<file path="src/atem_pkg.sv">
// ----------------------------------------------------------------------------
// atem_pkg - alarm time entry and match, shared types and constants
// Item, state and result layouts, kind and key codes, digit limits.
// ----------------------------------------------------------------------------
package atem_pkg;

    // item kinds
    typedef logic [1:0] t_kind;
    localparam t_kind KIND_EDIT = 2'd0;
    localparam t_kind KIND_KEY  = 2'd1;
    localparam t_kind KIND_TIME = 2'd2;

    // edit target codes
    localparam logic [1:0] EDIT_NONE = 2'd0;
    localparam logic [1:0] EDIT_A1   = 2'd1;
    localparam logic [1:0] EDIT_A2   = 2'd2;

    // cursor positions
    localparam logic [1:0] POS_HT = 2'd0;
    localparam logic [1:0] POS_HO = 2'd1;
    localparam logic [1:0] POS_MT = 2'd2;
    localparam logic [1:0] POS_MO = 2'd3;

    // command keys
    localparam logic [3:0] KEY_STAR = 4'd11;
    localparam logic [3:0] KEY_HASH = 4'd12;

    // digit limits (exclusive)
    localparam logic [3:0] HT_LIMIT    = 4'd3;
    localparam logic [3:0] HO_LIMIT_20 = 4'd4;
    localparam logic [3:0] MT_LIMIT    = 4'd6;
    localparam logic [3:0] DIGIT_LIMIT = 4'd10;
    localparam logic [1:0] HT_TWENTY   = 2'd2;

    // HH:MM as four digits, each as narrow as its range allows
    typedef struct packed {
        logic [1:0] ht;
        logic [3:0] ho;
        logic [2:0] mt;
        logic [3:0] mo;
    } t_hhmm;

    typedef struct packed {
        t_hhmm hhmm;
        logic  en;
    } t_alarm;

    typedef struct packed {
        t_kind      kind;
        logic [1:0] sel;
        logic [3:0] key;
        t_hhmm      now;
    } t_item;

    typedef struct packed {
        t_alarm [1:0] alarm;
        logic [1:0]   target;
        logic [1:0]   pos;
    } t_state;

    typedef struct packed {
        logic       ring;
        logic [1:0] editing;
        logic [1:0] cursor;
        t_alarm     shown;
    } t_result;

    // reset values: alarm 1 06:30, alarm 2 06:31, both off
    localparam t_alarm ALARM1_RESET = '{hhmm: '{ht: 2'd0, ho: 4'd6, mt: 3'd3, mo: 4'd0},
                                        en: 1'b0};
    localparam t_alarm ALARM2_RESET = '{hhmm: '{ht: 2'd0, ho: 4'd6, mt: 3'd3, mo: 4'd1},
                                        en: 1'b0};

endpackage

</file>
<file path="src/atem_update.sv">
// ----------------------------------------------------------------------------
// atem_update - next state and result for one word
// Digit entry with per-position checks, command keys, alarm match.
// ----------------------------------------------------------------------------
module atem_update (
    input  atem_pkg::t_item   i_item,
    input  atem_pkg::t_state  i_state,
    output atem_pkg::t_state  o_state,
    output atem_pkg::t_result o_result
);

    logic             idx;
    logic             n_idx;
    logic             ok;
    logic             editing;
    logic [3:0]       toggle_key;
    logic [3:0]       exit_key;
    atem_pkg::t_alarm cur;
    atem_pkg::t_state nx;
    logic             ring;

    always_comb begin
        nx         = i_state;
        ring       = 1'b0;
        ok         = 1'b0;
        idx        = (i_state.target == atem_pkg::EDIT_A2);
        cur        = i_state.alarm[idx];
        editing    = (i_state.target == atem_pkg::EDIT_A1) ||
                     (i_state.target == atem_pkg::EDIT_A2);
        toggle_key = (i_state.target == atem_pkg::EDIT_A1) ? atem_pkg::KEY_STAR
                                                           : atem_pkg::KEY_HASH;
        exit_key   = (i_state.target == atem_pkg::EDIT_A1) ? atem_pkg::KEY_HASH
                                                           : atem_pkg::KEY_STAR;

        // check digit against the cursor position
        case (i_state.pos)
            atem_pkg::POS_HT: begin
                ok = i_item.key < atem_pkg::HT_LIMIT;
            end
            atem_pkg::POS_HO: begin
                ok = ((i_item.key < atem_pkg::DIGIT_LIMIT) &&
                      (cur.hhmm.ht < atem_pkg::HT_TWENTY)) ||
                     ((i_item.key < atem_pkg::HO_LIMIT_20) &&
                      (cur.hhmm.ht == atem_pkg::HT_TWENTY));
            end
            atem_pkg::POS_MT: begin
                ok = i_item.key < atem_pkg::MT_LIMIT;
            end
            default: begin
                ok = i_item.key < atem_pkg::DIGIT_LIMIT;
            end
        endcase

        case (i_item.kind)
            atem_pkg::KIND_EDIT: begin
                if (i_item.sel == atem_pkg::EDIT_A1 || i_item.sel == atem_pkg::EDIT_A2) begin
                    nx.target = i_item.sel;
                end
            end
            atem_pkg::KIND_KEY: begin
                if (editing && ok) begin
                    // store digit, advance cursor with wrap
                    case (i_state.pos)
                        atem_pkg::POS_HT: nx.alarm[idx].hhmm.ht = i_item.key[1:0];
                        atem_pkg::POS_HO: nx.alarm[idx].hhmm.ho = i_item.key;
                        atem_pkg::POS_MT: nx.alarm[idx].hhmm.mt = i_item.key[2:0];
                        default:          nx.alarm[idx].hhmm.mo = i_item.key;
                    endcase
                    nx.pos = i_state.pos + 2'd1;
                end else if (editing) begin
                    // refused digit acts as a command
                    if (i_item.key == toggle_key) begin
                        nx.alarm[idx].en = ~cur.en;
                    end else if (i_item.key == exit_key) begin
                        nx.target = atem_pkg::EDIT_NONE;
                    end
                end
            end
            atem_pkg::KIND_TIME: begin
                ring = (i_state.alarm[0].en && (i_state.alarm[0].hhmm == i_item.now)) ||
                       (i_state.alarm[1].en && (i_state.alarm[1].hhmm == i_item.now));
            end
            default: begin
            end
        endcase
    end

    // result shows the state after the word
    assign n_idx            = (nx.target == atem_pkg::EDIT_A2);
    assign o_state          = nx;
    assign o_result.ring    = ring;
    assign o_result.editing = nx.target;
    assign o_result.cursor  = nx.pos;
    assign o_result.shown   = nx.alarm[n_idx];

endmodule

</file>
<file path="src/alarm_time_entry_and_match_top.sv">
// ----------------------------------------------------------------------------
// alarm_time_entry_and_match_top - two-alarm HH:MM entry and time match
// Input register, single-pass update, result register.
// ----------------------------------------------------------------------------
//  channel | direction | handshake          | payload
//  --------+-----------+--------------------+--------------------------------
//  input   | in        | i_valid / o_stall  | kind, alarm select, key, now
//  result  | out       | o_valid / i_stall  | ring, editing, cursor, shown
//
//  One word per cycle when not stalled; an accepted word is held in the
//  input register, then passes the update logic into the result register,
//  where o_valid marks it for the receiver.
//  Synchronous active-low reset clears both stages and loads alarm 1
//  06:30, alarm 2 06:31, both off, not editing, cursor at hour tens.
//  A stalled result holds the result register and a full input register;
//  o_stall rises only when the input register is full and cannot move on.
// ----------------------------------------------------------------------------
module alarm_time_entry_and_match_top (
    input  logic       i_clk,
    input  logic       i_rst_n,
    input  logic       i_valid,
    output logic       o_stall,
    input  logic [1:0] i_kind,
    input  logic [1:0] i_alarm_select,
    input  logic [3:0] i_key_code,
    input  logic [1:0] i_now_hour_tens,
    input  logic [3:0] i_now_hour_ones,
    input  logic [2:0] i_now_min_tens,
    input  logic [3:0] i_now_min_ones,
    output logic       o_valid,
    input  logic       i_stall,
    output logic       o_ring,
    output logic [1:0] o_editing,
    output logic [1:0] o_cursor,
    output logic [1:0] o_shown_hour_tens,
    output logic [3:0] o_shown_hour_ones,
    output logic [2:0] o_shown_min_tens,
    output logic [3:0] o_shown_min_ones,
    output logic       o_shown_enabled
);

    logic              r_in_vld;
    atem_pkg::t_item   r_in;
    logic              r_out_vld;
    atem_pkg::t_result r_res;
    atem_pkg::t_state  r_state;
    atem_pkg::t_state  n_state;
    atem_pkg::t_result n_res;
    logic              adv;

    // pipeline advances when the result register is empty or being taken
    assign adv     = !r_out_vld || !i_stall;
    assign o_stall = r_in_vld && !adv;

    atem_update u_update (
        .i_item   (r_in),
        .i_state  (r_state),
        .o_state  (n_state),
        .o_result (n_res)
    );

    // control and alarm state
    always_ff @(posedge i_clk) begin
        if (!i_rst_n) begin
            r_in_vld       <= 1'b0;
            r_out_vld      <= 1'b0;
            r_state.alarm  <= {atem_pkg::ALARM2_RESET, atem_pkg::ALARM1_RESET};
            r_state.target <= atem_pkg::EDIT_NONE;
            r_state.pos    <= atem_pkg::POS_HT;
        end else begin
            if (!o_stall) begin
                r_in_vld <= i_valid;
            end
            if (adv) begin
                r_out_vld <= r_in_vld;
                if (r_in_vld) begin
                    r_state <= n_state;
                end
            end
        end
    end

    // payload registers
    always_ff @(posedge i_clk) begin
        if (!o_stall && i_valid) begin
            r_in.kind    <= i_kind;
            r_in.sel     <= i_alarm_select;
            r_in.key     <= i_key_code;
            r_in.now.ht  <= i_now_hour_tens;
            r_in.now.ho  <= i_now_hour_ones;
            r_in.now.mt  <= i_now_min_tens;
            r_in.now.mo  <= i_now_min_ones;
        end
        if (adv && r_in_vld) begin
            r_res <= n_res;
        end
    end

    assign o_valid           = r_out_vld;
    assign o_ring            = r_res.ring;
    assign o_editing         = r_res.editing;
    assign o_cursor          = r_res.cursor;
    assign o_shown_hour_tens = r_res.shown.hhmm.ht;
    assign o_shown_hour_ones = r_res.shown.hhmm.ho;
    assign o_shown_min_tens  = r_res.shown.hhmm.mt;
    assign o_shown_min_ones  = r_res.shown.hhmm.mo;
    assign o_shown_enabled   = r_res.shown.en;

    // edit target never takes the unused code
    a_target_code: assert property (@(posedge i_clk) disable iff (!i_rst_n)
        (r_state.target == atem_pkg::EDIT_NONE) ||
        (r_state.target == atem_pkg::EDIT_A1) ||
        (r_state.target == atem_pkg::EDIT_A2))
        else $error("edit target holds unused code");

    // stored hour tens digits stay at or below two
    a_hour_tens: assert property (@(posedge i_clk) disable iff (!i_rst_n)
        (r_state.alarm[0].hhmm.ht <= atem_pkg::HT_TWENTY) &&
        (r_state.alarm[1].hhmm.ht <= atem_pkg::HT_TWENTY))
        else $error("stored hour tens out of range");

    // stall only with a full input register
    a_stall_full: assert property (@(posedge i_clk) disable iff (!i_rst_n)
        o_stall |-> r_in_vld)
        else $error("stall with empty input register");

    // cursor moves only when a key word passes the update
    a_cursor_key: assert property (@(posedge i_clk) disable iff (!i_rst_n)
        ($past(i_rst_n) && (r_state.pos != $past(r_state.pos))) |->
        ($past(adv && r_in_vld) && ($past(r_in.kind) == atem_pkg::KIND_KEY)))
        else $error("cursor moved without a key word");

endmodule
</file>
<file path="config.mk">
export PLATFORM = sky130hd
export DESIGN_NAME = alarm_time_entry_and_match_top
export DESIGN_NICKNAME = d
export VERILOG_FILES = /design/src/atem_pkg.sv /design/src/atem_update.sv /design/src/alarm_time_entry_and_match_top.sv
export SDC_FILE = /design/constraint.sdc
export NUM_CORES = 1
export LEC_CHECK = 0
export BUFFER_PORTS_ARGS = -buffer_cell sky130_fd_sc_hd__buf_4
export CORE_UTILIZATION = 52
export CTS_BUF_LIST = sky130_fd_sc_hd__clkbuf_16
export DETAILED_ROUTE_END_ITERATION = 12
export PLACE_DENSITY_LB_ADDON = 0.25
export SKIP_CTS_REPAIR_TIMING = 1
export SYNTH_ARGS = -nofsm -noshare
export SYNTH_HDL_FRONTEND = slang
export SYNTH_HIERARCHICAL = 1
export SYNTH_SLANG_ARGS = --single-unit
</file>
<file path="constraint.sdc">
create_clock -name i_clk -period 3.1 [get_ports i_clk]
set_input_delay 0.62 -clock i_clk [delete_from_list [all_inputs] [get_ports i_clk]]
set_output_delay 0.62 -clock i_clk [all_outputs]
set_load 0.01 [all_outputs]
</file>
## Word level (Yosys, flattened, before mapping)

Cells that the tools add are included.

| word-level totals | value |
|---|---|
| bits in registers | 74 |
| input port bits | 25 |
| logic and storage cells | 108 |

| operators by class | value |
|---|---|
| add/subtract/negate cells | 1 |
| order comparisons | 8 |
| equality and inequality tests | 14 |
| mux-type cells | 34 |
| bitwise gates (word level) | 1 |
| reduce and logical (&&, ||, !) cells | 21 |

Operator list:

| kind | count |
|---|---|
| $bwmux 28 | 5 |
| $mux 28 | 3 |
| $pmux 28 s3 | 1 |
| $demux 14 s1 | 5 |
| $mux 14 | 5 |
| $mux 30 | 1 |
| $eq 13x13->1 | 2 |
| $eq 2x2->1 const B | 6 |
| $mux 12 | 1 |
| $mux 2 | 6 |
| $logic_and 1x1->1 | 9 |
| $eq 2x1->1 const B | 4 |
| $eq 4x4->1 | 2 |
| $lt 4x3->1 const B | 2 |
| $mux 8 | 1 |
| $mux 3 | 2 |
| $logic_or 1x1->1 | 5 |
| $mux 5 | 1 |
| $logic_not 1->1 | 4 |
| $logic_not 2->1 | 2 |
| $lt 1x2->1 const B | 2 |
| $lt 4x2->1 const B | 1 |
| $lt 4x4->1 const B | 1 |
| $pmux 2 s2 | 1 |
| 7 further kinds | 7 |

## Longest topological paths before layout

Gate-level depths: netlist of the first run.

| logic depth | value |
|---|---|
| word-level depth | 13 |
| mapped depth | 12 |
| gate-level depth less buffers | 10 |

## By module

Netlist of the first run, hierarchy kept.

By module, submodules not included:

| module | instances | cells an instance | area an instance (sq um) | seq. area each (sq um) |
|---|---|---|---|---|
| alarm_time_entry_and_match_top | 1 | 187 | 2635.0 | 1881.8 |
| atem_update | 1 | 229 | 1635.3 | 0.0 |

## Least setup slack after synthesis of the first run

No wires, ideal clock.

| path | value |
|---|---|
| path kind | register to register |
| from | register r_state[2] in the netlist's numbering |
| to | register r_res, in the netlist o_shown_min_ones[3], data pin |
| arrival time | 2456 ps |
| required time | 2840 ps |
| setup slack | 384 ps |
| stages on the path, launching flop included | 9 |
| cell sequence | dfxtp_1 > inv_1 > ha_1 > or3_4 > a311oi_4 > o21a_1 > buf_4 > mux2_4 > mux2_2 |

RTL lines:

| element | RTL line | RTL |
|---|---|---|
| start, declared | alarm_time_entry_and_match_top.sv:46 | `atem_pkg::t_state r_state;` |
| start signal, assigned | alarm_time_entry_and_match_top.sv:77 | `r_state <= n_state;` |
| end signal, assigned | alarm_time_entry_and_match_top.sv:95 | `r_res <= n_res;` |
| end, declared | alarm_time_entry_and_match_top.sv:45 | `atem_pkg::t_result r_res;` |

==> run metrics, run 1 <==
outcome complete, no violations; crit path cell chain inv_1 > ha_1 > nand4bb_1 > a211oi_1 > o221ai_1 > nand2_4 > mux2_2 > a211oi_1; share of layout cells above drive strength 1 between 20 and 25%; Synthesis Warnings 6; count of flip-flops with a built-in enable after synthesis 40; Post-synth ARST share 0%; placer congestion estimate 0.924; Core ar. 7850 µm²; Worst Setup Start Kind flip-flop; Worst EP required 3.20 ns; fmax 0.339 GHz; post-DP HPWL 6630 µm; Worst Path Arrival 3.05 ns; Port Buffers 45; Worst path max stage delay ~0.46 ns; # diodes 0; WL final between 9000 and 10000 µm; Root Driver clkbuf_16; hold_sp i_now_hour_ones[1]; Crit. Startpoint r_state[3]; Nets slightly below 500; WHS Path Cells 1; final hold vios 0; Worst-Margin Slew slightly above 0.6 ns; PwrDens ~440 nW/µm²; cts bufs inserted 9; Critical R2R Launch r_state[3]; Max-Cap Viols 0; leakage 0.00180 µW; Post-Synthesis Cells 416; Slew HR around three fifths; gr ovfl total 0; worst-skew pair later-pin latency 0.33 ns; critical path class reg -> reg; register area share after synthesis 44.1%; max-slew violation count 0; Rows 32; #FFs+latches synth 74; DRT Pass-1 Iters 4; Vias 3206; number of antenna violations at the first check in global routing 0; synthesized cell area 4270 µm²; Period minus WS final 2.95 ns; die area 8580 µm²; Post-Synthesis Mean Instance Area 10.3 µm²; die width about 93 µm; Num Clock Sinks 74; Worst path most repeated cell a211oi_1; Final setup viols 0; Initial Utilization 54.4%; Area growth, synth to finish 14.8%; worst min path class in -> reg; VDD IR max between 0.3 and 0.4 mV; final core occ 62.5%; drt wl/cell 16.8 µm; TritonCTS clock tree done; worst r2r path cells 8; largest net degree at the start of global routing 67; vias per cell 5.70; CP max FO 12; Die Y 92.6 µm; gr usage total 23.5%; final setup TNS 0 ns; Ports 46; Worst setup EP type flip-flop; ANT nets after route 0; vias in the first global route 2987; first-pass GRT wire length roughly 15000 µm; Worst Clk Skew 0.00676 ns; H-tree depth 3; syn nets approximately 450; Final Cycle Share 95.0%; DRT iter0 DRCs 153; # fillers about 650; maximum root-to-sink buffer count 2; Reg clk slew, reported paths around 0.06 ns; Main synth FF type edfxtp_1; synth unique cells 58; Slowest cell on crit path dfxtp_1; drt drc 0; RSZ-0062 raised after global routing no
==> registers in the layout, indices dropped and copies added, names as in the netlist <==
signal / flops
o_shown_enabled: 1
o_editing: 2
o_shown_hour_ones: 4
o_valid: 1
o_shown_min_tens: 3
r_in: 21
o_cursor: 2
r_in_vld: 1
o_shown_min_ones: 4
o_ring: 1
r_state: 32
o_shown_hour_tens: 2
==> metal layers <==
metal,wire length [µm],track usage [%],vias up
met4,161,9.10,0
met1,4440,33.8,1514
li1,-,-,1562
met2,4190,35.4,117
met3,649,3.86,13
met5,0,0,-
==> metrics by stage <==
| step | cell area [µm²] | std cells | setup WS, ns | power [µW] | hold WS (ns) |
|---|---|---|---|---|---|
| finish | 4900 | 562 | 0.154 | 2160 | 0.462 |
| global route | 4900 | 562 | 0.0348 | 2240 | 0.452 |
| CTS | 4900 | 562 | 0.147 | 2170 | 0.456 |
| detailed placement | 4630 | 546 | 0.157 | 1270 | 0.483 |
| global placement | 4630 | 546 | 0.226 | 1260 | 0.470 |
| floorplan | 4270 | 416 | 0.384 | 1210 | 0.458 |
==> final cells by class <==
cell class                      instances  area (µm²)  share of cell area (%)
Sequential cell                        74        1880                    38.4
Timing Repair Buffer                   58         435                    8.88
Clock inverter                          7        38.8                   0.791
Multi-Input combinational cell        301        2150                    43.9
Clock buffer                            9         225                    4.59
Inverter                               11        41.3                   0.842
Tap cell                              102         128                    2.60
==> cell usage in the layout, fill, tap and decap left out, drive strengths merged, types with 7 or more instances in the layout <==
cell type and instances:
a22oi 7, buf 58, nand4 7, xnor2 19
edfxtp 40, a31oi 7, nand2 73, xor2 9
mux2 14, dfxtp 34, mux2i 38, o21ai 9
inv 12, clkbuf 9, nor3 9, nand2b 9
nor2b 26, ha 7, o2bb2ai 7
==> report_power, final <==
part | switching (µW) | internal (µW)
clock | 385 | 532
sequential | 26.3 | 1060
combinational | 81.5 | 74.6
==> cell usage after synthesis, drive strengths merged (5+ instances only) <==
cell / instances / area share, %
mux2: 14 / 3.8
a22oi: 7 / 1.2
nor2b: 26 / 3.8
nor3: 9 / 1.1
nand2b: 9 / 1.3
inv: 11 / 0.97
nand3: 5 / 0.59
ha: 7 / 2.1
xor2: 9 / 1.8
o21ai: 9 / 1.1
mux2i: 38 / 8.9
xnor2: 19 / 3.9
nand4: 7 / 1.0
dfxtp: 34 / 16
a31oi: 7 / 1.2
edfxtp: 40 / 28
nand2: 73 / 6.5
buf: 22 / 4.2
o2bb2ai: 7 / 1.4
clkbuf: 8 / 0.70
==> critical path: cells and delay by family (launching register included) <==
family | cells | cell delay [ns]
AO/OA/AOI/OAI | 3 | 1.04
adder cells (fa/ha/maj) | 1 | 0.22
buffers and inverters | 1 | 0.08
flip-flops | 1 | 0.46
multiplexers | 1 | 0.41
AND/OR/NAND/NOR | 2 | 0.49
==> kinds of logic (layout without fill, tap and decap cells) <==
logic type,after synthesis,after routing,synth area share [%]
multiplexers,52,52,12.7
flip-flops,74,74,44.1
adder cells (fa/ha/maj),7,7,2.05
AO/OA/AOI/OAI,63,63,11.7
AND/OR/NAND/NOR,151,151,17.9
buffers and inverters,41,85,5.83
XOR/XNOR,28,28,5.74
==> path summary, 6_finish.rpt <==
path	end	slack [ns]
min reg2reg	r_state[22]	0.49
min	r_in[8]	0.46
max	o_shown_min_ones[0]	0.15
max reg2reg	o_shown_min_ones[0]	0.15
No activity file was read; power rests on OpenSTA's default activity.
==> run 2: changes to the inputs <==
- CORE_MARGIN: unset -> 8
==> run 2 against run 1 <==
  * Via count is 0.19% higher
  * Die area is 33% higher
  * Cell count is 0.53% higher
  * Combinational power is 3% lower
  * First-iteration DRC count is 40% higher
  * Sequential share of layout area is 0.59 points lower
  * Routed wire length is 0.89% lower
  * Critical endpoint is now o_shown_hour_ones[2]
  * Fmax is 2.4% higher
  * Utilization is 0.95 points lower
  * Clock power is 29% higher
  * Sequential power hardly changed
  * Design area is 1.6% higher
==> run metrics, run 2 (synthesis gave the netlist of run 1 again) <==
Port Buffers 45; Top Registers r_state (32), r_in (21); WL final 9360 µm; Worst Setup Start Kind flip-flop; drt wl/cell 16.6 µm; Worst Path Arrival 2.96 ns; max FFs per register 32; placer congestion estimate 0.904; Worst Clk Skew approximately 0.0090 ns; Buf+Inv Stages, Crit Path 1; Root Driver clkbuf_16; Final setup viols 0; critical path class reg -> reg; Vias 3212; H-tree depth 3; DRT iter0 DRCs 214; final setup TNS 0 ns; # diodes 0; Min Hold Slack between 0.4 and 0.5 ns; post-DP HPWL 6690 µm; Area growth, synth to finish 16.6%; # fillers 662; Register Area 1880 µm²; Period minus WS final 2.88 ns; CP max FO 12; Initial Utilization 52.8%; crit path cell chain inv_1 > ha_1 > or3_4 > a31oi_2 > nand2_1 > o2bb2ai_1 > o22a_1; cts bufs inserted 9; Worst-Margin Slew 0.786 ns; leakage 0.00183 µW; Max-Cap Viols 0; Reg clk slew, reported paths 0.06 ns; DRT Pass-1 Iters 4; die area 11400 µm²; TritonCTS clock tree done; gr usage total 17.2%; multi-input logic area between 2000 and 2500 µm²; outcome complete, no violations; worst min path class in -> reg; Slew HR 47.6%; final hold vios 0; Worst setup EP type flip-flop; most flop-heavy register r_state; vias in the first global route 3115; share of layout cells above drive strength 1 21.7%; maximum root-to-sink buffer count 2; Die Y 107 µm; die width 107 µm; Rows 33; Final Cycle Share 92.8%; Slowest cell on crit path a31oi_2; commonest non-fill, non-tap cell in the layout nand2_1; vias per cell 5.68; worst-skew pair later-pin latency around 0.33 ns; number of antenna violations at the first check in global routing 0; Num Clock Sinks between 70 and 80; VDD IR max 0.435 mV; commonest non-fill, non-tap cells in the layout nand2_1, buf_4, edfxtp_1, mux2i_1, dfxtp_1; first-pass GRT wire length roughly 16000 µm; PwrDens 486 nW/µm²; RSZ-0062 raised after global routing no; fmax 0.348 GHz; ANT nets after route 0; dpl cells roughly 550; Worst path max stage delay 0.48 ns; Nets 487; max-slew violation count 0; largest net degree at the start of global routing 67; gr ovfl total 0; CP delay by family, top compound AO/OA/AOI/OAI gates; Ports 46; Core ar. between 8000 and 9000 µm²; non-filler cells, final 565; drt drc 0; Worst EP required 3.18 ns
## run 2: cell type report
cell class	count	area share [%]
Multi-Input combinational cell	301	43.1
Inverter	11	0.829
Tap cell	105	2.64
Clock buffer	9	4.52
Clock inverter	7	2.34
Sequential cell	74	37.8
Timing Repair Buffer	58	8.75
## run 2: worst paths after layout
kind                                   startpoint                   end  slack (ns)  cells after the start
worst min-delay path            i_now_min_tens[0]               r_in[4]        0.47                      1
worst min register to register        r_state[22]           r_state[22]        0.49                      2
worst max-delay path                   r_state[2]  o_shown_hour_ones[2]        0.22                      7
worst max register to register         r_state[2]  o_shown_hour_ones[2]        0.22                      7
## run 2: report_power, final
| group | internal [µW] | switching [µW] |
|---|---|---|
| sequential | 1060 | 26.4 |
| combinational | 74.0 | 78.2 |
| clock | 786 | 393 |
## run 2: per-stage QoR
stage | total power, µW | setup slack, ns | utilization [%] | cell area [µm²]
2_1_floorplan | 1210 | 0.384 | - | 4270
3_3_place_gp | 1260 | 0.359 | 57.3 | 4640
3_5_place_dp | 1260 | 0.287 | 57.3 | 4640
4_1_cts | 2440 | 0.256 | 61.5 | 4980
5_1_grt | 2500 | 0.0347 | 61.5 | 4980
6_report | 2420 | 0.223 | 61.5 | 4980
## run 2: worst reg2reg max path, delay by kind of cell, from the launching register on
family                     cells  cell delay, ns
buffers and inverters          1            0.10
adders and majority gates      1            0.33
and+or+nand+nor                2            0.85
DFF                            1            0.39
AOI/OAI and AO/OA              3            0.96
## run 2: metal layers
layer | part of all wire [%] | up-vias | wire length [µm] | GRT usage, %
li1 | - | 1558 | - | -
met1 | 48 | 1514 | 4490 | 23.1
met2 | 44 | 123 | 4130 | 26.1
met3 | 5.8 | 17 | 543 | 3.90
met4 | 2.1 | 0 | 193 | 7.34
met5 | 0 | - | 0 | 0
==> run 3: changes to the inputs <==
- CAP_MARGIN: unset -> 15
- REMOVE_ABC_BUFFERS: unset -> 1
==> run 3 against run 2 <==
  * Register-to-register slack worse by 0.02 ns
  * Worst hold slack better by 0.0028 ns
  * Via count is 0.72% lower
  * Utilization decreased by 0.66 points
  * Global-route usage is 0.18 points higher
  * Die area is the same
  * Setup slack worse by 0.017 ns
  * First-iteration DRC count is 21% higher
==> run metrics, run 3 (synthesis gave the netlist of run 1 again) <==
outcome complete, no violations; TritonCTS clock tree done; maximum root-to-sink buffer count 2; Final setup viols 0; Top Registers r_state (32), r_in (21); worst-skew pair later-pin latency between 0.3 and 0.4 ns; DRT Pass-1 Iters 4; fin area about 4900 µm²; VDD IR max 0.306 mV; Worst EP required 3.18 ns; Ports 46; die area 11400 µm²; Nets 485; first-pass GRT wire length 15600 µm; # fillers roughly 720; Slowest cell on crit path a31oi_2; Final Cycle Share 93.4%; fmax 0.346 GHz; Vias 3189; leakage 0.00180 µW; Worst setup EP type flip-flop; Worst-Margin Slew 0.597 ns; Post-DP Area approximately 4600 µm²; vias in the first global route 3168; number of antenna violations at the first check in global routing 0; Root Driver clkbuf_16; RSZ-0062 raised after global routing no; Reg clk slew, reported paths around 0.06 ns; Die Y approximately 110 µm; Buf+Inv Stages, Crit Path 1; Slew HR 60.2%; # diodes 0; max-slew violation count 0; Initial Utilization 52.8%; CP delay by family, top compound AO/OA/AOI/OAI gates; drt wl/cell approximately 17 µm; final hold vios 0; most flop-heavy register r_state; drt drc 0; Period minus WS final a little under 3 ns; Rows 33; Worst path max stage delay approximately 0.46 ns; Worst Clk Skew 0.00531 ns; Max-Cap Viols 0; largest net degree at the start of global routing 67; gr usage total 17.4%; Core ar. roughly 8000 µm²; vias per cell 5.66; placer congestion estimate about 0.9; commonest non-fill, non-tap cells in the layout nand2_1, buf_4, edfxtp_1, mux2i_1, dfxtp_1; Area growth, synth to finish 15.3%; crit path cell chain inv_1 > ha_1 > or3_4 > a31oi_2 > nand2_1 > o2bb2ai_1 > o22a_1; Worst Setup Start Kind flip-flop; worst min path class in -> reg; post-DP HPWL roughly 6600 µm; Num Clock Sinks 74; ANT nets after route 0; WL final 9710 µm; PwrDens 449 nW/µm²; DRT iter0 DRCs approximately 260; cts bufs inserted 9; max FFs per register 32; commonest non-fill, non-tap cell in the layout nand2_1; CP max FO 12; gr ovfl total 0; H-tree depth 3; Port Buffers 45; Worst Path Arrival 2.97 ns; final setup TNS 0 ns; die width 107 µm; share of layout cells above drive strength 1 21.4%; critical path class reg -> reg
run 3: cell types whose count changed in the layout (fill, tap and decap cells not counted), sizes merged:
| cell | previous run | this run |
|---|---|---|
| clkbuf | 9 | 10 |
| bufinv | 3 | 0 |
| buf | 58 | 56 |
| clkinvlp | 0 | 2 |
run 3: metrics by stage:
step / instances / utilization (%) / total power, µW / setup WS (ns) / hold slack (ns)
CTS: 563 / 60.8 / 2230 / 0.159 / 0.455
floorplan: 386 / - / 1190 / 0.183 / 0.458
detailed placement: 547 / 57.3 / 1270 / 0.223 / 0.484
global route: 563 / 60.9 / 2290 / 0.0217 / 0.453
finish: 563 / 60.9 / 2210 / 0.206 / 0.468
global placement: 547 / 57.3 / 1260 / 0.227 / 0.474
run 3: area by class of cell:
cell class / count / area (µm²) / area share (%)
multi-input cells: 301 / 2150 / 43.8
inverters: 11 / 41.3 / 0.838
clock buffers: 10 / 250 / 5.08
clock inverters: 6 / 32.5 / 0.661
flip-flops and latches: 74 / 1880 / 38.2
repair buffers: 56 / 433 / 8.79
well taps: 105 / 131 / 2.67
run 3: power breakdown:
group | internal (µW) | leakage (µW) | total (µW) | switching, µW
logic | 74.3 | 0.00101 | 157 | 83.1
clock network | 581 | 0.000138 | 961 | 380
registers | 1060 | 0.000646 | 1090 | 27.3
run 3: final timing paths:
kind	from	end	slack, ns	cells past startpoint
max	r_state[2]	o_shown_hour_ones[2]	0.21	7
min	i_now_hour_ones[0]	r_in[7]	0.47	1
max reg2reg	r_state[2]	o_shown_hour_ones[2]	0.21	7
min reg2reg	r_state[8]	r_state[8]	0.49	2
run 3: per-layer routing:
metal,up-vias,part of all wire [%],GRT usage (%)
met5,-,0,0
met4,0,1.8,7.54
met3,15,5.1,3.84
met2,91,48,29.5
met1,1529,45,20.8
li1,1554,-,-
